## config.mk

```make
export PLATFORM = sky130hd
export DESIGN_NAME = acf_weight
export DESIGN_NICKNAME = d
export VERILOG_FILES = /design/src/rtl/acf_pkg.sv /design/src/rtl/acf_weight.sv
export SDC_FILE = /design/constraint.sdc
export NUM_CORES = 1
export LEC_CHECK = 0
export ABC_AREA = 1
export BUFFER_PORTS_ARGS = -buffer_cell sky130_fd_sc_hd__buf_4
export CAP_MARGIN = 30
export CORE_ASPECT_RATIO = 0.6
export CORE_MARGIN = 2
export CORE_UTILIZATION = 60
export DETAILED_ROUTE_END_ITERATION = 12
export PLACE_DENSITY = 0.77
export SYNTH_ARGS = -nofsm -noshare
export SYNTH_HDL_FRONTEND = slang
export SYNTH_SLANG_ARGS = --single-unit
```

## constraint.sdc

```tcl
create_clock -name clk_i -period 8.75 [get_ports clk_i]
set_input_delay 1.3125 -clock clk_i [delete_from_list [all_inputs] [get_ports clk_i]]
set_output_delay 1.3125 -clock clk_i [all_outputs]
set_load 0.02 [all_outputs]
```

## src/rtl/acf_pkg.sv

```systemverilog
package acf_pkg;

  localparam int unsigned ALPHA_W   = 17;
  localparam int unsigned FEAT_W    = 24;
  localparam int unsigned SUM_W     = 24;
  localparam int unsigned PROD_W    = ALPHA_W + 1 + FEAT_W;
  localparam int unsigned CONTRIB_W = PROD_W - 16;
  localparam int unsigned MAX_CH    = 4;

  localparam logic [ALPHA_W-1:0] ONE_Q16 = 17'h10000;

  localparam logic signed [CONTRIB_W-1:0] SUM_MAX_W = 26'sd8388607;
  localparam logic signed [CONTRIB_W-1:0] SUM_MIN_W = -26'sd8388608;

  // per-lane pipeline control
  typedef struct packed {
    logic adv;    // pipeline moves this cycle
    logic v1;     // weight stage holds an item
    logic v2;     // contribution stage holds an item
    logic last2;  // item in contribution stage closes the pixel
  } acf_lane_ctl_t;

endpackage

```

## src/rtl/acf_weight.sv

```systemverilog
module acf_weight import acf_pkg::*; (
  input  logic               clk_i,
  input  logic               rst_ni,
  input  logic               accept_i,
  input  logic               present_i,
  input  logic               last_i,
  input  logic [ALPHA_W-1:0] alpha_i,
  output logic [ALPHA_W-1:0] weight_o
);

  logic [ALPHA_W-1:0]   trans_q, trans_d;
  logic [ALPHA_W-1:0]   weight_q;
  logic [ALPHA_W-1:0]   a_sat;
  logic [2*ALPHA_W-1:0] w_prod, t_prod;

  assign a_sat  = (alpha_i > ONE_Q16) ? ONE_Q16 : alpha_i;
  assign w_prod = {{ALPHA_W{1'b0}}, trans_q} * {{ALPHA_W{1'b0}}, a_sat};
  assign t_prod = {{ALPHA_W{1'b0}}, trans_q} * {{ALPHA_W{1'b0}}, ONE_Q16 - a_sat};

  always_comb begin
    trans_d = trans_q;
    if (accept_i) begin
      if (last_i) begin
        trans_d = ONE_Q16;
      end else if (present_i) begin
        trans_d = t_prod[16 +: ALPHA_W];
      end
    end
  end

  always_ff @(posedge clk_i or negedge rst_ni) begin
    if (!rst_ni) begin
      trans_q <= ONE_Q16;
    end else begin
      trans_q <= trans_d;
    end
  end

  // absent layer carries zero weight
  always_ff @(posedge clk_i) begin
    if (accept_i) begin
      weight_q <= present_i ? w_prod[16 +: ALPHA_W] : '0;
    end
  end

  assign weight_o = weight_q;

endmodule

```

==> impl_results.md, run 1 <==
- Status: completed
- Routability cong.: 1.05
- Critical path's largest stage delay: 0.54 ns
- Nets: 3311
- CTS resizes: 0
- Largest net degree at the start of global routing: 33
- CP arrival: 8.50 ns
- # fillers: 2834
- Post-CTS Repair Setup Buffers: 0
- # diodes: 0
- Worst hold path class: reg2reg
- Layout cells sized above 1: 7.87%
- Rows: 51
- Worst Path Required: 8.95 ns
- Post-DP HPWL: 52.7 mm
- Routed Antenna Nets: 0
- 1st-iter DRT viols: 1805
- Area of the die: 35100 um^2
- Yosys warns: 0
- Number of I/O pins: 39
- Relative slew slack: 29.3%
- Crit path max fanout: 14
- GRT Resource Usage Total: 38.0%
- Final period utilization: 94.9%
- Leading area contributor after synthesis: fa_1
- Clk sinks: 34
- Mapped Nets: 3236
- Die Wd: 241 um
- Multi-input gate area: 16300 um^2
- Clock Skews: 0.0109 ns
- Worst Setup Path Type: in2reg
- Initial Util: 61.5%
- Wire length per cell: 20.4 um
- CTS tree: built
- Mapped cell area: 20100 um^2
- Clock slew at reported path FFs: 0.07 ns
- Most frequent cells in the layout: inv_1, nand2_1, fa_1, nor2_1, ha_1
- Max Clk Rate: 0.120 GHz
- Chip height: 146 um
- Seq. cell area: 937 um^2
- Most common flop cell mapped by yosys: edfxtp_1
- H-tree levels: 2
- Root buffer cell: clkbuf_16
- Synthesized area per cell: 7.85 um^2
- EDFF count, synth: 17
- Hold_buf cts: 0
- Setup violators final: 0
- Area growth, synth to finish: 7.75%
- Register area share after synthesis: 4.65%
- Minimum clock period: 8.30 ns
- Slew Limit Fails: 0
- Synth cell types: 45
- PortBufs: 38
- CP Launch Type: primary input
- DRT Pass-1 Iters: 6
- Total congestion overflow: 0
- Most common cell after layout, fill and taps aside: inv_1
- Yosys top cell area share: 43.9%
- Slowest cell on the critical path: fa_1
- Max-cap check violation count: 0
- Post-Route Setup TNS: 0 ns
- CP endpoint kind: register
- Hold depth: 2
- DR vias: 17.6k
- Mapped Cells: 2567
- Vias in the first global route: 18.1k
- Cts bufs inserted: 5
- Worst r2r path cells: 25
- DRC Markers: 0
- Detailed Route WL: 63.1 mm
- Clk_lat worst skew: 0.31 ns
- Core ar.: 32700 um^2
- Vias per inst: 5.68
- Flops & latches, synth: 34
- RSZ-0062 raised after global routing: false
- Most frequent cell on the critical path: nand2_1
- Slew @ Worst Pin: 1.06 ns
- Clock Path Buffers: 2
- Initial antenna violation count: 0
- Final hold vios: 0
- Top post-synthesis cells by area: fa_1, ha_1, inv_1
- Fraction of registers with async set/reset: 50.0%
- Global-route wire length before repair: 100 mm
[logic make-up after synthesis]
family / share of synthesized area (%)
xor+xnor: 0.565
compound gates: 5.52
buf+inv: 14.7
flops: 4.65
fa+ha+maj: 56.7
simple gates: 17.9
[synthesized netlist by cell type (10+ instances only)]
master and count:
inv_1 673, nand2_1 523, fa_1 442, nor2_1 239
ha_1 205, a21oi_1 92, clkbuf_1 75, nand3_1 69
o21ai_0 66, edfxtp_1 17, dfrtp_1 16, inv_2 12
nand4_1 12, buf_2 10, nor3_1 10
[metal layers]
layer | track usage (%) | routed length (um)
met2 | 52.1 | 25000
met5 | 1.10 | 49
met1 | 55.0 | 25700
met4 | 11.4 | 2040
met3 | 15.5 | 10300
[critical path: cells and delay by family]
| family | cells | cell delay (ns) |
|---|---|---|
| xor+xnor | 1 | 0.16 |
| buf+inv | 11 | 1.52 |
| fa+ha+maj | 7 | 3.08 |
| compound gates | 3 | 0.63 |
| simple gates | 15 | 1.79 |
[registers in the layout (all words and copies together) (netlist names)]
signal	count
trans_q	17
weight_o	17
[final timing paths]
path,from,end,slack (ns)
setup / recovery,alpha_i[15],trans_q[2]$_DFFE_PN0P_,0.45
max in group asynchronous,rst_ni,trans_q[16]$_DFFE_PN1P_,7.59
setup reg to reg,trans_q[9]$_DFFE_PN0P_,weight_o[6]$_SDFFCE_PN0P_,2.00
hold reg to reg,trans_q[3]$_DFFE_PN0P_,trans_q[3]$_DFFE_PN0P_,0.81
hold / removal,trans_q[3]$_DFFE_PN0P_,trans_q[3]$_DFFE_PN0P_,0.81
min in group asynchronous,rst_ni,trans_q[1]$_DFFE_PN0P_,0.87
[area by class of cell]
cell class,instances,share of cell area (%)
Inverter,692,12.0
Sequential cell,34,4.32
Multi-Input combinational cell,1752,74.9
Tap cell,450,2.59
Clock buffer,8,0.628
Timing Repair Buffer,157,5.52
[metrics by stage]
stage | setup slack [ns] | util (%) | instance area (um^2) | hold WS, ns | std cells
after floorplan | 1.03 | - | 20100 | 0.492 | 2567
after global placement | 0.255 | 65.8 | 21500 | 0.793 | 3084
after detailed placement | 0.262 | 65.8 | 21600 | 0.780 | 3085
after CTS | 0.526 | 66.3 | 21700 | 0.790 | 3093
after global routing | 0.0120 | 66.3 | 21700 | 0.844 | 3093
final | 0.445 | 66.3 | 21700 | 0.806 | 3093
Power of run 1 is not shown: default switching activity piles up to over one toggle a cycle in this logic, so the estimate is an artifact.
==> inputs of run 2 (changes only) <==
- CTS_BUF_LIST: default -> sky130_fd_sc_hd__clkbuf_4
==> impl_results.md, run 2 (same netlist as run 1, synthesis figures left out) <==
- Routability cong.: 1.05 (unchanged)
- Clk_lat worst skew: 0.44 ns (+0.13 ns)
- Detailed Route WL: 62.9 mm (-0.39%)
- DRC Markers: 0 (unchanged)
- CP endpoint kind: register
- Slew @ Worst Pin: 1.05 ns (-0.00710 ns)
- CP Capture Point: trans_q[10]$_DFFE_PN0P_
- Hold_buf cts: 0 (unchanged)
- Worst Setup Path Type: in2reg
- FF-to-FF Start: trans_q[9]$_DFFE_PN0P_
- Clock Path Buffers: 2 (unchanged)
- Worst Path Required: 9.04 ns (+0.09 ns)
- Setup WS post-layout: 0.491 ns (+0.0459 ns)
- Area of the die: 35100 um^2 (unchanged)
- Max-cap check violation count: 0 (unchanged)
- 1st-iter DRT viols: 1848 (+2.4%)
- Worst r2r path cells: 23 (-8.0%)
- Wire length per cell: 20.3 um (-0.43%)
- Worst R2R End: weight_o[8]$_SDFFCE_PN0P_
- Minimum clock period: 8.26 ns (-0.0459 ns)
- Vias per inst: 5.65 (-0.53%)
- Slew Limit Fails: 0 (unchanged)
- Rows: 51 (unchanged)
- Nets: 3311 (unchanged)
- # fillers: 2850 (+0.56%)
- Final hold vios: 0 (unchanged)
- Final Non-Filler Cells: 3094 (+0.032%)
- Slowest cell on the critical path: fa_1
- RSZ-0062 raised after global routing: false
- Worst hold path class: in2async
- CP arrival: 8.55 ns (+0.05 ns)
- Clock Skews: 0.0297 ns (+0.0188 ns)
- Max Clk Rate: 0.121 GHz (+0.56%)
- DRT Pass-1 Iters: 7 (+1)
- Worst hold slack: 0.718 ns (-0.0881 ns)
- Status: completed
- DR vias: 17.5k (-0.50%)
- Die Wd: 241 um (unchanged)
- Chip height: 146 um (unchanged)
- PortBufs: 38 (unchanged)
- Global-route wire length before repair: 100 mm (about the same)
- Crit path max fanout: 12 (-2)
- Root buffer cell: clkbuf_4
- Setup violators final: 0 (unchanged)
- Largest net degree at the start of global routing: 33 (unchanged)
- Core ar.: 32700 um^2 (unchanged)
- Critical path's largest stage delay: 0.59 ns (+0.05 ns)
- Most frequent cells in the layout: inv_1, nand2_1, fa_1, nor2_1, ha_1
- CTS tree: built
- Routed Antenna Nets: 0 (unchanged)
- Area growth, synth to finish: 7.32%
- Post-DP HPWL: 52.7 mm (unchanged)
- GRT Resource Usage Total: 38.0% (about the same)
- Initial Util: 61.5% (unchanged)
- Relative slew slack: 29.7% (+0.47 points)
- Layout cells sized above 1: 7.87% (unchanged)
- Final period utilization: 94.4% (-0.52 points)
- Post-Place Setup Slack: 0.262 ns (unchanged)
- Most common cell after layout, fill and taps aside: inv_1
- Clock slew at reported path FFs: 0.15 ns (+0.08 ns)
- H-tree levels: 2 (unchanged)
- Post-CTS Repair Setup Buffers: 0 (unchanged)
- Post-Route Setup TNS: 0 ns (unchanged)
- Cts bufs inserted: 5 (unchanged)
- Initial antenna violation count: 1 (+1)
- CP startpoint: alpha_i[15]
- Number of I/O pins: 39 (unchanged)
- CP Launch Type: primary input
- Reg-to-reg slack, setup: 1.96 ns (-0.04 ns)
- Clk sinks: 34 (unchanged)
- Vias in the first global route: 18.1k (-0.13%)
- Total congestion overflow: 0 (unchanged)
- Placed Instances: 3085 (unchanged)
run 2: how the worst min path moves through the flow:
stage | start | endpoint | slack, ns | cells past startpoint
6_report | rst_ni | trans_q[1]$_DFFE_PN0P_ | 0.72 | 1
5_1_grt | rst_ni | trans_q[1]$_DFFE_PN0P_ | 0.74 | 1
4_1_cts | rst_ni | trans_q[1]$_DFFE_PN0P_ | 0.73 | 1
3_5_place_dp | trans_q[3]$_DFFE_PN0P_ | trans_q[3]$_DFFE_PN0P_ | 0.78 | 2
3_3_place_gp | trans_q[2]$_DFFE_PN0P_ | trans_q[2]$_DFFE_PN0P_ | 0.79 | 2
2_1_floorplan | trans_q[3]$_DFFE_PN0P_ | trans_q[3]$_DFFE_PN0P_ | 0.49 | 2
run 2: repair_timing:
item                                    CTS  global route
endpoints found under the setup margin    0             5
gates resized for setup                   0             1
endpoints found under the hold margin     0             0
run 2: layer usage:
| metal | wire (um) | up-vias | track usage (%) |
|---|---|---|---|
| li1 | - | 7684 | - |
| met1 | 26000 | 8565 | 55.0 |
| met4 | 1890 | 2 | 11.1 |
| met5 | 52 | - | 1.10 |
| met2 | 25100 | 1066 | 52.1 |
| met3 | 9850 | 160 | 15.5 |
run 2: metrics by stage:
| step | area, um^2 | utilization, % |
|---|---|---|
| 3_5_place_dp | 21600 | 65.8 |
| 5_1_grt | 21600 | 66.0 |
| 6_report | 21600 | 66.0 |
| 3_3_place_gp | 21500 | 65.8 |
| 4_1_cts | 21600 | 66.0 |
| 2_1_floorplan | 20100 | - |
run 2: layout make-up:
cell class                 count  area, um^2  share of cell area, %
timing repair buffer         157        1200                   5.54
antenna                        1        2.50                 0.0116
multi-input combinational   1752       16200                   75.2
tap                          450         563                   2.60
clock buffer                   8        60.1                  0.278
sequential                    34         937                   4.34
inverter                     692        2610                   12.1
run 2: critical path, delay by kind of cell:
kind                     cells  cell delay, ns
AO/OA/AOI/OAI                5            0.53
adder cells (fa/ha/maj)      8            3.53
buffers and inverters        9            0.96
AND/OR/NAND/NOR             14            2.21
Power of run 2 is left out for the same reason.
