[src/rtl/acf_pkg.sv]
package acf_pkg;

  localparam int unsigned ALPHA_W   = 17;
  localparam int unsigned FEAT_W    = 24;
  localparam int unsigned SUM_W     = 24;
  localparam int unsigned PROD_W    = ALPHA_W + 1 + FEAT_W;
  localparam int unsigned CONTRIB_W = PROD_W - 16;
  localparam int unsigned MAX_CH    = 4;

  localparam logic [ALPHA_W-1:0] ONE_Q16 = 17'h10000;

  localparam logic signed [CONTRIB_W-1:0] SUM_MAX_W = 26'sd8388607;
  localparam logic signed [CONTRIB_W-1:0] SUM_MIN_W = -26'sd8388608;

  // per-lane pipeline control
  typedef struct packed {
    logic adv;    // pipeline moves this cycle
    logic v1;     // weight stage holds an item
    logic v2;     // contribution stage holds an item
    logic last2;  // item in contribution stage closes the pixel
  } acf_lane_ctl_t;

endpackage

[src/rtl/acf_lane.sv]
module acf_lane import acf_pkg::*; (
  input  logic                     clk_i,
  input  logic                     rst_ni,
  input  acf_lane_ctl_t            ctl_i,
  input  logic [ALPHA_W-1:0]       weight_i,
  input  logic signed [FEAT_W-1:0] feature_i,
  output logic signed [SUM_W-1:0]  sum_o
);

  logic signed [PROD_W-1:0]    prod;
  logic signed [CONTRIB_W-1:0] contrib_q;
  logic signed [SUM_W-1:0]     sum_q, sum_d;
  logic signed [CONTRIB_W-1:0] sum_w;
  logic signed [SUM_W-1:0]     sum_sat;

  // dropping the low bits floors toward minus infinity
  assign prod = PROD_W'($signed({1'b0, weight_i})) * PROD_W'(feature_i);

  always_ff @(posedge clk_i) begin
    if (ctl_i.adv && ctl_i.v1) begin
      contrib_q <= prod[PROD_W-1:16];
    end
  end

  assign sum_w = {{(CONTRIB_W-SUM_W){sum_q[SUM_W-1]}}, sum_q} + contrib_q;

  always_comb begin
    if (sum_w > SUM_MAX_W) begin
      sum_sat = SUM_MAX_W[SUM_W-1:0];
    end else if (sum_w < SUM_MIN_W) begin
      sum_sat = SUM_MIN_W[SUM_W-1:0];
    end else begin
      sum_sat = sum_w[SUM_W-1:0];
    end
    sum_d = sum_q;
    if (ctl_i.adv && ctl_i.v2) begin
      sum_d = ctl_i.last2 ? '0 : sum_sat;
    end
  end

  always_ff @(posedge clk_i or negedge rst_ni) begin
    if (!rst_ni) begin
      sum_q <= '0;
    end else begin
      sum_q <= sum_d;
    end
  end

  assign sum_o = sum_sat;

endmodule

[config.mk]
export PLATFORM = sky130hd
export DESIGN_NAME = acf_lane
export DESIGN_NICKNAME = d
export VERILOG_FILES = /design/src/rtl/acf_pkg.sv /design/src/rtl/acf_lane.sv
export SDC_FILE = /design/constraint.sdc
export NUM_CORES = 1
export LEC_CHECK = 0
export BUFFER_PORTS_ARGS = -buffer_cell sky130_fd_sc_hd__buf_2
export CAP_MARGIN = 20
export CORE_MARGIN = 2
export CORE_UTILIZATION = 45
export CTS_BUF_LIST = sky130_fd_sc_hd__clkbuf_16
export DETAILED_ROUTE_END_ITERATION = 8
export SETUP_SLACK_MARGIN = 0.5
export SYNTH_ARGS = -nofsm -noshare
export SYNTH_HDL_FRONTEND = slang
export SYNTH_SLANG_ARGS = --single-unit
[constraint.sdc]
create_clock -name clk_i -period 3.5 [get_ports clk_i]
set_input_delay 0.7 -clock clk_i [delete_from_list [all_inputs] [get_ports clk_i]]
set_output_delay 0.7 -clock clk_i [all_outputs]
set_load 0.02 [all_outputs]
==> summary.md, run 1 <==
| Metric | Value |
|---|---|
| Final Hold Vio Count | 0 |
| Worst hold-check path type | input port to asynchronous set/reset pin |
| Root buf cell | clkbuf_16 |
| Core ar. | 0.0387 sq mm |
| Failing checks | setup timing |
| Htree depth | 2 |
| Buffers plus inverters on the worst setup path | 5 |
| RSZ-0062 raised after global routing | yes |
| Initial DRT Pass Iterations | 5 |
| CTS tree | yes |
| CTS hold repair buffers | 0 |
| Syn Area/Cell | 9.03 sq um |
| Routed WL per cell | 17.9 um |
| Die outline height | 202 um |
| Post-Place Cells | 2672 |
| Post-Synthesis Cells | 1959 |
| Commonest non-fill, non-tap cell in the layout | inv_1 |
| Fin cells | 2758 |
| Worst setup SP type | input port |
| Minimum setup slack in the final design | -2310 ps |
| Fin area | 0.0233 sq mm |
| Final min period | 5810 ps |
| Final WL | 49500 um |
| First-pass GRT wire length | 81900 um |
| Number of global-route vias before repair | 16.0k |
| Longest Clk Path Bufs | 2 |
| Outcome | finished, violations left |
| Num ports | 71 |
| Initial DRC Count | 684 |
| Gr ovfl total | 0 |
| Dpl cell area | 0.0203 sq mm |
| Number of port buffers | 70 |
| Number of synthesized flops with an enable pin | 26 |
| Worst Path Required | 3610 ps |
| Ant diodes | 0 |
| Gr usage total | 0.252 |
| WS Path Type | input port to flip-flop |
| Crit. End Element | flip-flop |
| Fraction of layout cells with a size suffix above 1 | 0.287 |
| Area growth syn-to-layout | 31.8% |
| Crit-path cells | buf_12, and2_4, fa_1, inv_2, fa_2, fa_1, fa_1, inv_1, fa_1, inv_1, fa_2, inv_2, ha_4, a21oi_4, o211ai_1, a21oi_1, nand2_2, o31ai_4, o21ai_2, o31a_1, o311ai_2 |
| Via count | 14.2k |
| Dpl hpwl | 39100 um |
| Max_slew headroom | 0.514 |
| Clk_lat worst skew | 300 ps |
| Top_reg_cell synth | edfxtp_1 |
| Max cap viols | 0 |
| Starting Density | 0.457 |
| Slew Viols, Final | 0 |
| Yosys reg bits | 50 |
| Post-synthesis async set-or-reset flop share | 0.480 |
| DR DRC count | 0 |
| Peak Freq | 172 MHz |
| CP arrival | 5920 ps |
| Syn Nets | 2530 |
| Most frequent cells in the layout | inv_1, fa_1, nand2_1 |
| Skew final | 6.48 ps |
| Clock slew at reported path FFs | 70 ps |
| Final setup viols | 49 |
| Delay of the slowest critical-path stage | 570 ps |
| Distinct cells, synth | 60 |
| Via density | 5.16 |
| CTS sink cnt | 50 |
| DRT antenna net count | 0 |
| Final hold slack | 410 ps |
| Crit Path Max Fanout | 7 |
| Num CTS Buffers | 5 |
| Crit-path slowest cell | fa_2 |
| Antenna violations before repair | 1 |
| Mapped cell area | 0.0177 sq mm |
| Sequential area share after synthesis | 0.0781 |
| Largest net degree at the start of global routing | 27 |
| FP Rows | 72 |
| Slew of the pin with the lowest slew margin | 727 ps |
| GPL Wtd Cong | 0.914 |
| Width of the die | 202 um |
| Most used cell, CP | fa_1 |
| CP delay by family, top | adder cells |
| Die Area | 0.0409 sq mm |
| Nets | 2810 |
| Tcrit/Tclk final | 1.66 |
| Yosys warns | 0 |
## cell usage after synthesis, types with 7 or more instances
cell,count,share of area
nor2_1,22,0.0047
o21bai_1,7,0.0030
nor3_1,8,0.0023
o21a_1,11,0.0047
a31oi_1,8,0.0028
o21ai_1,9,0.0025
dfrtp_1,24,0.034
and3_1,7,0.0025
nand2_1,255,0.054
edfxtp_1,26,0.044
and2_1,207,0.073
nand4_1,10,0.0035
a21oi_1,74,0.021
o21ai_0,54,0.015
inv_1,479,0.10
nand3_1,11,0.0031
buf_2,8,0.0023
xnor2_1,34,0.017
ha_1,124,0.088
nor2b_1,9,0.0032
xor2_1,18,0.0089
fa_1,400,0.45
clkbuf_1,65,0.014
a21o_1,19,0.0081
## per-layer routing
metal / track usage / wire [um] / vias up
met2: 0.441 / 24700 / 411
met5: 0 / 0 / -
li1: - / - / 6416
met4: 0.101 / 2470 / 0
met1: 0.320 / 20100 / 7276
met3: 0.0252 / 2270 / 141
## final timing paths
check                              start             to  slack (ps)  cells after the start
max                         feature_i[8]  contrib_q[22]       -2310                     21
min                               rst_ni       sum_q[7]         410                      1
max reg2reg                contrib_q[12]       sum_q[0]         370                     13
min reg2reg                     sum_q[9]       sum_q[9]         560                      2
max in group asynchronous         rst_ni      sum_q[20]        2680                      1
min in group clk_i              sum_q[9]       sum_q[9]         560                      2
## registers in the layout (all words and copies together) (netlist names)
signal,flops
contrib_q,26
sum_q,24
## worst reg2reg max path, stage by stage (launching register included)
cell and delay, ps:
edfxtp_1 490, ha_4 350, nand4_1 170, nor2_2 250
nand4_1 200, and3_4 210, a211oi_2 250, nor3b_4 230
buf_4 130, buf_6 110, buf_16 120, nor2_4 50
buf_6 120, o41ai_4 340
## area by class of cell
class,instances,area [sq um]
multi-input combinational,1351,15800
fill,3376,15400
timing repair buffer,352,3510
inverter,479,1810
sequential,50,1380
tap,518,648
clock buffer,5,125
clock inverter,3,26.3
## kinds of logic (layout without fill, tap and decap cells)
| logic type | Yosys count | count (layout) | share of synthesized area |
|---|---|---|---|
| XOR/XNOR | 53 | 53 | 0.0267 |
| AND/OR/NAND/NOR | 546 | 546 | 0.155 |
| adder cells (fa/ha/maj) | 524 | 524 | 0.540 |
| flip-flops | 50 | 50 | 0.0781 |
| AO/OA/AOI/OAI | 228 | 228 | 0.0794 |
| buffers and inverters | 558 | 839 | 0.121 |
## stage by stage
| stage | setup TNS, ps | utilization | setup WS [ps] |
|---|---|---|---|
| detailed placement | -70280 | 0.525 | -2960 |
| floorplan | -55070 | - | -2370 |
| global route | -70680 | 0.602 | -2450 |
| CTS | -60410 | 0.586 | -2300 |
| finish | -63640 | 0.602 | -2310 |
| global placement | -68850 | 0.525 | -2910 |
## what timing repair did
item                       CTS  global route
setup endpoints to repair   50            73
buffers inserted            54            13
gates resized for setup    356           118
gates cloned                 9             2
pin swaps                  131            83
Power of run 1 is not shown: default switching activity piles up to over one toggle a cycle in this logic, so the estimate is an artifact.
==> run 2: changes to the inputs <==
--- a/config.mk
+++ b/config.mk
@@ -12,6 +12,7 @@
 export CTS_BUF_LIST = sky130_fd_sc_hd__clkbuf_16
 export DETAILED_ROUTE_END_ITERATION = 8
 export SETUP_SLACK_MARGIN = 0.5
+export SKIP_CTS_REPAIR_TIMING = 1
 export SYNTH_ARGS = -nofsm -noshare
 export SYNTH_HDL_FRONTEND = slang
 export SYNTH_SLANG_ARGS = --single-unit
==> run 2 against run 1 <==
Effect of this change: the flow still finishes with violations (setup timing); sequential cell count unchanged; clock skew barely moved; cell count down 1.2%; utilization fell by 1.5 points; critical path depth is the same; count of clock-buffer cells in the layout did not move; sequential share of layout area increased by 0.15 points; hold slack gained 6.8 ps; non-clock buffer count decreased by 33; routed wire length is 2.3% lower.
==> summary.md, run 2 (synthesized netlist as in run 1, its figures left out) <==
| Metric | Value |
|---|---|
| Number of port buffers | 70 |
| GPL Wtd Cong | 0.914 |
| FP Rows | 72 |
| Minimum setup slack in the final design | -2290 ps |
| Core ar. | 0.0387 sq mm |
| Width of the die | 202 um |
| Crit Path Max Fanout | 7 |
| Clock slew at reported path FFs | 70 ps |
| CP delay by family, top | adder cells |
| Delay of the slowest critical-path stage | 590 ps |
| DRT antenna net count | 0 |
| Final-layout fill cell count | 3444 |
| Max_slew headroom | 0.522 |
| Crit-path slowest cell | fa_1 |
| Htree depth | 2 |
| Via density | 5.12 |
| WS Path Type | input port to flip-flop |
| Routed WL per cell | 17.7 um |
| Final Hold Vio Count | 0 |
| Most used cell, CP | fa_1 |
| Longest Clk Path Bufs | 2 |
| Starting Density | 0.457 |
| Via count | 13.9k |
| Final min period | 5790 ps |
| Slew Viols, Final | 0 |
| Initial DRC Count | 604 |
| CP arrival | 5900 ps |
| Max cap viols | 0 |
| Clk_lat worst skew | 300 ps |
| Die Area | 0.0409 sq mm |
| Buffers plus inverters on the worst setup path | 5 |
| RSZ-0062 raised after global routing | yes |
| Num ports | 71 |
| Num CTS Buffers | 5 |
| CTS sink cnt | 50 |
| Dpl hpwl | 39100 um |
| Worst hold-check path type | input port to asynchronous set/reset pin |
| Initial DRT Pass Iterations | 5 |
| Largest net degree at the start of global routing | 27 |
| Number of global-route vias before repair | 15.1k |
| Outcome | finished, violations left |
| Area growth syn-to-layout | 28.5% |
| Most frequent cells in the layout | inv_1, fa_1, nand2_1 |
| Nets | 2777 |
| Largest register FFs | 26 |
| Final setup viols | 49 |
| Final WL | 48400 um |
| Worst setup SP type | input port |
| Tcrit/Tclk final | 1.65 |
| Ant diodes | 0 |
| Die outline height | 202 um |
| Commonest non-fill, non-tap cell in the layout | inv_1 |
| Final hold slack | 417 ps |
| Root buf cell | clkbuf_16 |
| Gr ovfl total | 0 |
| Top reg by flops | contrib_q |
| CTS tree | yes |
| DR DRC count | 0 |
| Worst Path Required | 3610 ps |
| Crit. End Element | flip-flop |
| Crit-path cells | buf_4, and2_1, fa_1, inv_1, fa_1, fa_1, inv_2, fa_1, fa_1, inv_1, fa_1, inv_2, ha_4, a21o_1, a21o_1, a21oi_2, nand2_2, a21oi_4, o21bai_4, and3b_1, a311oi_2 |
| Gr usage total | 0.232 |
| Slew of the pin with the lowest slew margin | 715 ps |
| Skew final | 6.16 ps |
| Antenna violations before repair | 0 |
| Failing checks | setup timing |
| Peak Freq | 173 MHz |
| Biggest regs | contrib_q: 26 flops, sum_q: 24 flops |
| Fraction of layout cells with a size suffix above 1 | 0.269 |
| First-pass GRT wire length | 76000 um |
[run 2: path summary, 6_finish.rpt]
path                                 endpoint  cells past startpoint           from  slack [ps]
worst max-delay path            contrib_q[18]                     21  feature_i[19]       -2290
worst min-delay path                 sum_q[3]                      1         rst_ni         420
worst max register to register      sum_q[22]                     13   contrib_q[0]         510
worst min register to register       sum_q[0]                      2       sum_q[0]         510
max in group asynchronous           sum_q[20]                      1         rst_ni        2670
min in group clk_i                   sum_q[0]                      2       sum_q[0]         510
[run 2: final cells by class]
cell class / count / area (sq um) / share of cell area
Clock buffer: 5 / 125 / 0.00550
Timing Repair Buffer: 319 / 3200 / 0.141
Multi-Input combinational cell: 1351 / 15500 / 0.684
Sequential cell: 50 / 1380 / 0.0608
Tap cell: 518 / 648 / 0.0285
Inverter: 479 / 1810 / 0.0795
Clock inverter: 3 / 26.3 / 0.00116
[run 2: worst register-to-register path, delay by kind of cell, from the launching register on]
kind | cells | cell delay, ps
AO/OA/AOI/OAI | 6 | 960
flip-flops | 1 | 400
buffers and inverters | 3 | 470
AND/OR/NAND/NOR | 2 | 480
adder cells (fa/ha/maj) | 2 | 600
[run 2: layer usage]
| layer | up-vias | GRT usage | part of all wire | wire [um] |
|---|---|---|---|---|
| met5 | - | 0 | 0 | 0 |
| met4 | 0 | 0.0735 | 0.039 | 1910 |
| met3 | 106 | 0.0153 | 0.037 | 1810 |
| met2 | 325 | 0.411 | 0.50 | 24400 |
| met1 | 7157 | 0.305 | 0.42 | 20300 |
| li1 | 6355 | - | - | - |
[run 2: per-stage QoR]
| stage | utilization | cells | setup slack, ps | setup TNS, ps | cell area [sq um] |
|---|---|---|---|---|---|
| floorplan | - | 1959 | -2370 | -55070 | 18200 |
| global placement | 0.525 | 2672 | -2910 | -68850 | 20300 |
| detailed placement | 0.525 | 2672 | -2960 | -70280 | 20300 |
| CTS | 0.529 | 2680 | -2670 | -68280 | 20500 |
| global route | 0.587 | 2725 | -2430 | -67980 | 22700 |
| finish | 0.587 | 2725 | -2290 | -61460 | 22700 |
Power of run 2 is left out for the same reason.
