<file path="src/rtl/acf_pkg.sv">
package acf_pkg;

  localparam int unsigned ALPHA_W   = 17;
  localparam int unsigned FEAT_W    = 24;
  localparam int unsigned SUM_W     = 24;
  localparam int unsigned PROD_W    = ALPHA_W + 1 + FEAT_W;
  localparam int unsigned CONTRIB_W = PROD_W - 16;
  localparam int unsigned MAX_CH    = 4;

  localparam logic [ALPHA_W-1:0] ONE_Q16 = 17'h10000;

  localparam logic signed [CONTRIB_W-1:0] SUM_MAX_W = 26'sd8388607;
  localparam logic signed [CONTRIB_W-1:0] SUM_MIN_W = -26'sd8388608;

  // per-lane pipeline control
  typedef struct packed {
    logic adv;    // pipeline moves this cycle
    logic v1;     // weight stage holds an item
    logic v2;     // contribution stage holds an item
    logic last2;  // item in contribution stage closes the pixel
  } acf_lane_ctl_t;

endpackage

</file>
<file path="src/rtl/acf_merge.sv">
module acf_merge import acf_pkg::*; (
  input  logic                    clk_i,
  input  logic                    rst_ni,
  input  logic                    load_i,
  input  logic signed [SUM_W-1:0] sum_i [MAX_CH],
  input  logic                    ready_i,
  output logic                    valid_o,
  output logic signed [SUM_W-1:0] pixel_o [MAX_CH]
);

  logic                    valid_q;
  logic signed [SUM_W-1:0] pixel_q [MAX_CH];

  always_ff @(posedge clk_i or negedge rst_ni) begin
    if (!rst_ni) begin
      valid_q <= 1'b0;
    end else if (load_i) begin
      valid_q <= 1'b1;
    end else if (ready_i) begin
      valid_q <= 1'b0;
    end
  end

  always_ff @(posedge clk_i) begin
    if (load_i) begin
      pixel_q <= sum_i;
    end
  end

  assign valid_o = valid_q;
  assign pixel_o = pixel_q;

endmodule

</file>
<file path="config.mk">
export PLATFORM = sky130hd
export DESIGN_NAME = acf_merge
export DESIGN_NICKNAME = d
export VERILOG_FILES = /design/src/rtl/acf_pkg.sv /design/src/rtl/acf_merge.sv
export SDC_FILE = /design/constraint.sdc
export NUM_CORES = 1
export LEC_CHECK = 0
export ABC_CLOCK_PERIOD_IN_PS = 2250
export BUFFER_PORTS_ARGS = -buffer_cell sky130_fd_sc_hd__buf_2
export CAP_MARGIN = 20
export CORE_UTILIZATION = 30
export CTS_CLUSTER_DIAMETER = 120
export DETAILED_ROUTE_END_ITERATION = 16
export PLACE_DENSITY = 0.72
export SLEW_MARGIN = 20
export SYNTH_ARGS = -nofsm -noshare
export SYNTH_HDL_FRONTEND = slang
export SYNTH_SLANG_ARGS = --single-unit
</file>
<file path="constraint.sdc">
create_clock -name clk_i -period 2.25 [get_ports clk_i]
set_clock_uncertainty 0.15 [all_clocks]
set_input_delay 0.1125 -clock clk_i [delete_from_list [all_inputs] [get_ports clk_i]]
set_output_delay 0.1125 -clock clk_i [all_outputs]
set_load 0.01 [all_outputs]
</file>
==> flow_metrics.tcl, run 1 <==
set metrics [dict create \
    cts_max_path_buffers 2 \
    tns_ps 0 \
    n_fill_cell 716 \
    grt_pass1_wl_mm 11.1 \
    place_congestion 0.680 \
    fin_nets 508 \
    period_share_pct 64.1 \
    grt_max_degree 53 \
    synth_area_leaders "edfxtp_1, dfrtp_1, a21o_1" \
    relSlewSlack_pct 66.1 \
    yosysUniqueCellTypes 4 \
    drive_above_1_share_pct 51.1 \
    max_freq_mhz 694 \
    cts_tree "done" \
    postSynthAreaPerCell_sq_um 29.5 \
    clkSinkCount 97 \
    grt_use_total_pct 15.0 \
    ant_nets 0 \
    syn-cell-area_sq_um 2920 \
    cp_data_arrival_time_ps 1270 \
    ys_warn_count 0 \
    hold_start "sum_i[64]" \
    grt_antenna_before_repair 3 \
    remaining_drc_errors 0 \
    yosysSeqAreaShare_pct 99.6 \
    r2r_slack_ps 1440 \
    cts_max_level 3 \
    syn-num-nets 199 \
    die_area_sq_um 10100 \
    die_h_um 101 \
    start_kind "primary input" \
    rows 35 \
    core_sq_um 9330 \
    grt_pass1_vias 2330 \
    ys_ff_latch 97 \
    synth_top_area_cell "edfxtp_1" \
    vias_per_cell 4.05 \
    clk_latency_ps 340 \
    area_delta_synth_final_pct 81.9 \
    rsz0062_at_grt "false" \
    synth.top_cell.area_share_pct 98.8 \
    slew_violations 0 \
    hold_viol 0 \
    ir_drop_uv 363 \
    path_clk_slew_ps 90 \
    cp_max_fo 41 \
    cap_violations 0 \
    setup_violations 0 \
    io_pins 197 \
    static-leakage-power_uw 0.00227 \
    r2r_end "valid_o$_DFFE_PN0P_" \
    die_w_um 101 \
    cts_buffers 9 \
    crit-reg2reg-launch "valid_o$_DFFE_PN0P_" \
    period_needed_ps 1440 \
    initial_core_util_pct 31.3 \
    worst_pin_slew_ps 509 \
    cts.repair.resized 0 \
    globalRouteOverflowTotal 0 \
    outcome "finished clean" \
    hp-class "primary input to flop" \
    power.density_nw_per_um2 721 \
    cts-root-buf "clkbuf_8" \
    io_buffers 196 \
    holdPathEnd "pixel_o[64]$_DFFE_PP_" \
    timing.hold.ws_ps 314 \
    worstPathRequired_ps 2080 \
    drt_iter0_markers 45 \
    synth_cells 99 \
    drtPass1Iterations 5 \
    hold_path_depth 2 \
    worst_setup_path_end_kind "flop" \
    post_drt_wl_per_cell_um 14.1 \
    drt_wl_total_mm 7.67 \
    vias 2203 \
    critPathKind "primary input to flop" \
    r2r_cells 1 \
]
stage by stage:
stage	cell area (sq um)	setup slack (ps)	instances	power [uW]	util [%]
2_1_floorplan	2920	1420	99	2300	-
3_3_place_gp	4090	1050	426	2550	43.9
3_5_place_dp	4090	1020	426	2560	43.9
4_1_cts	5300	855	542	3890	56.9
5_1_grt	5310	795	544	4010	56.9
6_report	5310	808	544	3830	56.9
per-layer routing:
| layer | global-route usage [%] | vias up | part of all wire [%] |
|---|---|---|---|
| met3 | 6.38 | 20 | 8.5 |
| met2 | 26.3 | 123 | 52 |
| met4 | 7.13 | 2 | 2.4 |
| met1 | 15.4 | 1039 | 36 |
| li1 | - | 1019 | - |
| met5 | 0 | - | 0.21 |
synthesized netlist by cell type:
master and number:
a21o_1 1, dfrtp_1 1, edfxtp_1 96, inv_1 1
how the worst max path moves through the flow:
stage	from	to	cells after the start
5_1_grt	load_i	pixel_o[85]$_DFFE_PP_	3
3_5_place_dp	load_i	pixel_o[36]$_DFFE_PP_	2
6_report	load_i	pixel_o[46]$_DFFE_PP_	3
3_3_place_gp	load_i	pixel_o[46]$_DFFE_PP_	2
2_1_floorplan	valid_o$_DFFE_PN0P_	valid_o$_DFFE_PN0P_	1
4_1_cts	load_i	pixel_o[46]$_DFFE_PP_	3
final cells by class:
cell class	instances	area, sq um	area share (%)
Antenna cell	2	5.00	0.0943
Timing Repair Buffer	298	2010	37.9
Clock buffer	11	131	2.47
Sequential cell	97	2910	54.8
Clock inverter	5	80.1	1.51
Inverter	1	3.75	0.0707
Multi-Input combinational cell	1	7.51	0.141
Tap cell	129	161	3.04
placed cells by master, fill, tap and decap left out, drive strengths merged:
| master | netlist | final |
|---|---|---|
| a21o | 1 | 1 |
| buf | 0 | 198 |
| clkinv | 0 | 2 |
| inv | 1 | 1 |
| dlygate4sd3 | 0 | 100 |
| bufinv | 0 | 2 |
| clkbuf | 0 | 11 |
| edfxtp | 96 | 96 |
| clkinvlp | 0 | 1 |
| diode | 0 | 2 |
| dfrtp | 1 | 1 |
cells by family (layout without fill, tap and decap cells):
| logic type | Yosys count | count (layout) | share of synthesized area, % |
|---|---|---|---|
| buffers and inverters | 1 | 315 | 0.128 |
| other | 0 | 2 | 0 |
| AOI/OAI and AO/OA | 1 | 1 | 0.257 |
| DFF | 97 | 97 | 99.6 |
sequential cells by signal, indices dropped and copies added, names as in the netlist:
name / flops
pixel_o: 96
valid_o: 1
worst max-delay path, stage by stage:
cell and delay (ps):
dlygate4sd3_1 530, buf_4 150, buf_4 440
repair_timing:
action,CTS,global route
setup buffers,0,0
hold buffers,100,0
hold endpoints to repair,102,0
power by group:
group	internal (uW)	switching, uW	total [uW]
Combinational	267	210	478
Sequential	2140	36.0	2180
Clock	626	546	1170
Total	3030	792	3830
Power figures use the tool's default switching activity.
==> inputs of run 2 (changes only) <==
Settings changed: ABC_AREA set to 1, ABC_CLOCK_PERIOD_IN_PS 2250 to 1380.
Clock period 2.25 ns to 1.38 ns, I/O delays scaled along.
==> run 2 against run 1 <==
Against the previous run:
- sequential share of layout area shrank 0.15 points
- utilization grew 0.16 points
- synthesized cell count grew 2.0%
- largest cell class unchanged
- wire length is essentially flat
- setup slack lost 560 ps
- combinational power grew 64%
- clock power grew 73%
- register-to-register slack lost 810 ps
- sequential power grew 63%
- design area grew 0.28%
==> flow_metrics.tcl, run 2 <==
set metrics [dict create \
    globalRouteOverflowTotal 0 \
    place_congestion 0.702 \
    multiInputGateArea_sq_um 7.51 \
    path_clk_slew_ps 80 \
    grt_use_total_pct 14.8 \
    synthAdderAreaFrac_pct 0 \
    hold_viol 0 \
    slew_violations 0 \
    cts_buffers 9 \
    r2r_cells 2 \
    worst_setup_path_end_kind "output port" \
    critPathTopFamily "flip-flops" \
    clkSinkCount 97 \
    ys_async_sr_fraction_pct 1.03 \
    drt_wl_total_mm 7.68 \
    r2r_slack_ps 630 \
    power.density_nw_per_um2 1190 \
    core_sq_um 9330 \
    hp-class "primary input to flop" \
    synthSimpleGateAreaFrac_pct 0.257 \
    drive_above_1_share_pct 51.4 \
    ir_drop_uv 620 \
    remaining_drc_errors 0 \
    ys_warn_count 0 \
    outcome "finished clean" \
    grt_pass1_wl_mm 10.9 \
    crit-reg2reg-launch "valid_o$_DFFE_PN0P_" \
    worst-path-stages 1 \
    synth-compound-area-share_pct 0 \
    drt_iter0_markers 43 \
    p_switching_uw 1380 \
    setup_violations 0 \
    synth_top_area_cell "edfxtp_1" \
    rsz0062_at_grt "false" \
    r2r_end "valid_o$_DFFE_PN0P_" \
    period_share_pct 82.0 \
    ys_ff_latch 97 \
    drtPass1Iterations 4 \
    vias_per_cell 4.00 \
    area_delta_synth_final_pct 82.1 \
    cts_max_path_buffers 2 \
    synth_edf_count 96 \
    cp_data_arrival_time_ps 910 \
    max_freq_mhz 883 \
    static-leakage-power_uw 0.00228 \
    register_area_sq_um 2910 \
    rows 35 \
    initial_core_util_pct 31.3 \
    grt_antenna_before_repair 1 \
    period_needed_ps 1130 \
    syn-cell-area_sq_um 2920 \
    synth_cells 101 \
    post_drt_wl_per_cell_um 14.1 \
    muxShareOfSynthArea_pct 0 \
    yosysUniqueCellTypes 4 \
    io_buffers 196 \
    swShare_pct 21.7 \
    p_comb_share_pct 12.3 \
    synth.top_cell.area_share_pct 98.6 \
    vias 2177 \
    dpl.hpwl_mm 4.76 \
    grt_pass1_vias 2315 \
    final_common_cell "buf_2" \
    die_w_um 101 \
    post-route-util_pct 57.1 \
    yosysSeqAreaShare_pct 99.5 \
    synth.most_common_cell "edfxtp_1" \
    synthTopCellsByCount "edfxtp_1, inv_1, nand2_1, dfrtp_1" \
    io_pins 197 \
    critPathKind "flop to output port" \
    cp_max_fo 1 \
    worstPathRequired_ps 1160 \
    endpoint "pixel_o[11]" \
    die_h_um 101 \
    cts-root-buf "clkbuf_8" \
    syn-num-nets 201 \
    ant_nets 0 \
    worstPathCellList "buf_2" \
    crit_start "pixel_o[11]$_DFFE_PP_" \
    synth_top_family_by_area "buffers and inverters" \
    n_fill_cell 728 \
    cap_violations 0 \
    tns_ps 0 \
    fin_nets 509 \
    seqPwrFrac_pct 55.9 \
    start_kind "flop" \
    cp_num_buf_inv 1 \
    grt_max_degree 51 \
    post_cts_buffers 0 \
    crit_slowest_cell "edfxtp_1" \
    synth_xor_area_share_pct 0 \
    layout.cells.most_common_list "buf_2, dlygate4sd3_1, edfxtp_1" \
    largest_reg_flops 96 \
    die_area_sq_um 10100 \
    clk_latency_ps 340 \
    internal_power_uw 4970 \
    cts_tree "done" \
    worst_pin_slew_ps 256 \
    synth_ff_type "edfxtp_1" \
    cts_max_level 3 \
    synth_area_leaders "edfxtp_1, dfrtp_1, inv_1" \
    clockPowerShare_pct 31.7 \
    postSynthAreaPerCell_sq_um 28.9 \
    relSlewSlack_pct 82.9 \
    cpPeakStageDelay_ps 410 \
]
## run 2: cell count changes after synthesis
cell	delta
a21o_1	-1
nand2_1	+2
inv_1	+1
## run 2: cell type report
| class | count | area share [%] |
|---|---|---|
| clock buffer | 9 | 2.33 |
| inverter | 2 | 0.141 |
| multi-input combinational | 2 | 0.141 |
| antenna | 1 | 0.0470 |
| timing repair buffer | 297 | 37.8 |
| clock inverter | 7 | 1.86 |
| tap | 129 | 3.03 |
| sequential | 97 | 54.6 |
## run 2: repair_timing
action | CTS | global route
hold buffers | 99 | 0
gates resized for setup | 0 | 0
endpoints found under the hold margin | 98 | 0
## run 2: per-layer routing
layer / up-vias / wire (um) / global-route usage (%)
met1: 1018 / 2630 / 13.1
met3: 13 / 640 / 6.17
li1: 1021 / - / -
met5: - / 0 / 0
met2: 125 / 4280 / 29.1
met4: 0 / 130 / 5.91
## run 2: metrics by stage
stage | setup slack, ps | total power (uW) | area [sq um] | hold WS, ps | instances
2_1_floorplan | 615 | 3750 | 2920 | -377 | 101
3_3_place_gp | 455 | 4160 | 4110 | -306 | 428
3_5_place_dp | 440 | 4180 | 4110 | -305 | 428
4_1_cts | 207 | 6420 | 5320 | 41.3 | 543
5_1_grt | 189 | 6620 | 5320 | 50.9 | 544
6_report | 248 | 6350 | 5320 | 55.7 | 544
## run 2: how the worst min path moves through the flow
stage	startpoint	cells past startpoint	slack, ps	to
after CTS	load_i	4	40	valid_o$_DFFE_PN0P_
after floorplan	rst_ni	0	-380	valid_o$_DFFE_PN0P_
after global routing	load_i	4	50	valid_o$_DFFE_PN0P_
after global placement	rst_ni	1	-310	valid_o$_DFFE_PN0P_
final	load_i	4	60	valid_o$_DFFE_PN0P_
after detailed placement	rst_ni	1	-300	valid_o$_DFFE_PN0P_
## run 2: logic make-up (layout without fill, tap and decap cells)
logic type	after synthesis	count (layout)
buffers and inverters	2	315
DFF	97	97
and+or+nand+nor	2	2
other	0	1
## run 2: power by group through the flow
stage               logic [uW]  registers, uW  clock network (uW)
detailed placement         561           3620                   0
finish                     784           3550                2020
global placement           554           3610                   0
CTS                        777           3550                2090
floorplan                 2.50           3750                   0
global route               837           3570                2210
==> inputs of run 3 (changes only) <==
Settings changed: ABC_CLOCK_PERIOD_IN_PS 1380 to 1200.
Clock period 1.38 ns to 1.2 ns, I/O delays scaled along.
==> run 3 against run 2 <==
Against the previous run:
- first-iteration DRC count did not move
- utilization about the same
- hold slack improved by 15 ps
- die area is the same
- wire length shrank 1.6%
- clock power increased by 17%
- sequential cell count unchanged
- critical path type unchanged
==> flow_metrics.tcl, run 3 (synthesis gave the netlist of run 2 again) <==
set metrics [dict create \
    cp_max_fo 1 \
    grt_pass1_vias 2296 \
    crit_start "pixel_o[92]$_DFFE_PP_" \
    fin_nets 509 \
    seqPwrFrac_pct 55.5 \
    cp_data_arrival_time_ps 900 \
    worstPathRequired_ps 990 \
    cpPeakStageDelay_ps 400 \
    internal_power_uw 5870 \
    vias_per_cell 4.02 \
    register_area_sq_um 2910 \
    start_kind "flop" \
    power_uw 7350 \
    hp-class "primary input to flop" \
    die_w_um 101 \
    swShare_pct 20.2 \
    cp_num_buf_inv 1 \
    dpl.hpwl_mm 4.85 \
    drtPass1Iterations 4 \
    p_switching_uw 1490 \
    rows 35 \
    power.density_nw_per_um2 1380 \
    layout.cells.most_common_list "buf_2, dlygate4sd3_1, edfxtp_1" \
    drive_above_1_share_pct 51.3 \
    cts_tree "done" \
    critPathKind "flop to output port" \
    hold_viol 0 \
    slew_violations 0 \
    setup_violations 0 \
    grt_max_degree 51 \
    clkSinkCount 97 \
    hold_path_depth 2 \
    post-route-util_pct 57.0 \
    post_drt_wl_per_cell_um 14.0 \
    die_area_sq_um 10100 \
    globalRouteOverflowTotal 0 \
    rsz0062_at_grt "false" \
    ir_drop_uv 619 \
    cts-root-buf "clkbuf_8" \
    drt_iter0_markers 43 \
    worst_pin_slew_ps 254 \
    tns_ps 0 \
    worstPathCellList "buf_2" \
    post_cts_buffers 0 \
    dp_cells 428 \
    cts_buffers 9 \
    crit_slowest_cell "edfxtp_1" \
    crit-reg2reg-launch "valid_o$_DFFE_PN0P_" \
    period_share_pct 92.8 \
    path_clk_slew_ps 90 \
    grt_pass1_wl_mm 10.8 \
    worst_setup_path_end_kind "output port" \
    clk_latency_ps 340 \
    remaining_drc_errors 0 \
    r2r_cells 2 \
    design_area_sq_um 5320 \
    hold_start "load_i" \
    vias 2176 \
    relSlewSlack_pct 83.1 \
    initial_core_util_pct 31.3 \
    place_congestion 0.702 \
    area_delta_synth_final_pct 82.0 \
    die_h_um 101 \
    static-leakage-power_uw 0.00228 \
    core_sq_um 9330 \
    critPathTopFamily "flip-flops" \
    drt_wl_total_mm 7.55 \
    instances_no_fill 541 \
    place_area_sq_um 4110 \
    n_fill_cell 728 \
    ant_nets 0 \
    outcome "finished clean" \
    period_needed_ps 1110 \
    worst-path-stages 1 \
    cts_hold_buf 99 \
    final_common_cell "buf_2" \
    cts.repair.resized 0 \
    multiInputGateArea_sq_um 7.51 \
    max_freq_mhz 898 \
    p_comb_share_pct 12.2 \
    io_buffers 196 \
    cap_violations 0 \
    grt_use_total_pct 14.8 \
    cts_max_level 3 \
    io_pins 197 \
    grt_antenna_before_repair 1 \
    clockPowerShare_pct 32.3 \
    largest_reg_flops 96 \
    cts_max_path_buffers 2 \
]
run 3: cell types whose count changed in the layout (fill, tap and decap cells not counted):
cell | previous run | this run
clkinv_1 | 1 | 0
bufinv_16 | 2 | 3
inv_6 | 4 | 0
clkinv_2 | 0 | 1
run 3: metal layers:
metal / GRT usage [%] / vias to the layer above / wire [um]
li1: - / 1016 / -
met1: 14.2 / 1044 / 2690
met2: 28.2 / 112 / 4190
met3: 6.17 / 4 / 634
met4: 5.02 / 0 / 38
met5: 0 / - / 0
run 3: area by class of cell:
| type | instances | share of cell area (%) |
|---|---|---|
| diodes | 1 | 0.0470 |
| clock buffers | 9 | 2.33 |
| clock inverters | 4 | 1.79 |
| inverters | 2 | 0.141 |
| multi-input cells | 2 | 0.141 |
| flip-flops and latches | 97 | 54.7 |
| well taps | 129 | 3.03 |
| repair buffers | 297 | 37.9 |
run 3: stage by stage:
| step | hold slack (ps) | setup WS [ps] |
|---|---|---|
| 2_1_floorplan | -386 | 435 |
| 3_3_place_gp | -315 | 282 |
| 3_5_place_dp | -314 | 271 |
| 4_1_cts | 47.3 | 70.4 |
| 5_1_grt | 56.3 | 24.4 |
| 6_report | 71.1 | 86.9 |
run 3: power groups by stage:
stage          registers, uW  clock network [uW]  logic, uW
2_1_floorplan           4310                   0       2.88
3_5_place_dp            4160                   0        646
6_report                4080                2370        899
3_3_place_gp            4150                   0        637
4_1_cts                 4090                2440        895
5_1_grt                 4110                2590        962
run 3: final timing paths:
check	end	slack, ps
worst max-delay path	pixel_o[92]	90
worst min-delay path	pixel_o[47]$_DFFE_PP_	70
worst max register to register	valid_o$_DFFE_PN0P_	390
worst min register to register	valid_o$_DFFE_PN0P_	410
max in group asynchronous	valid_o$_DFFE_PN0P_	420
min in group asynchronous	valid_o$_DFFE_PN0P_	380
run 3: worst register-to-register path: cells and delay by family, from the launching register on:
family,cells,cell delay [ps]
flops,1,410
simple gates,2,140
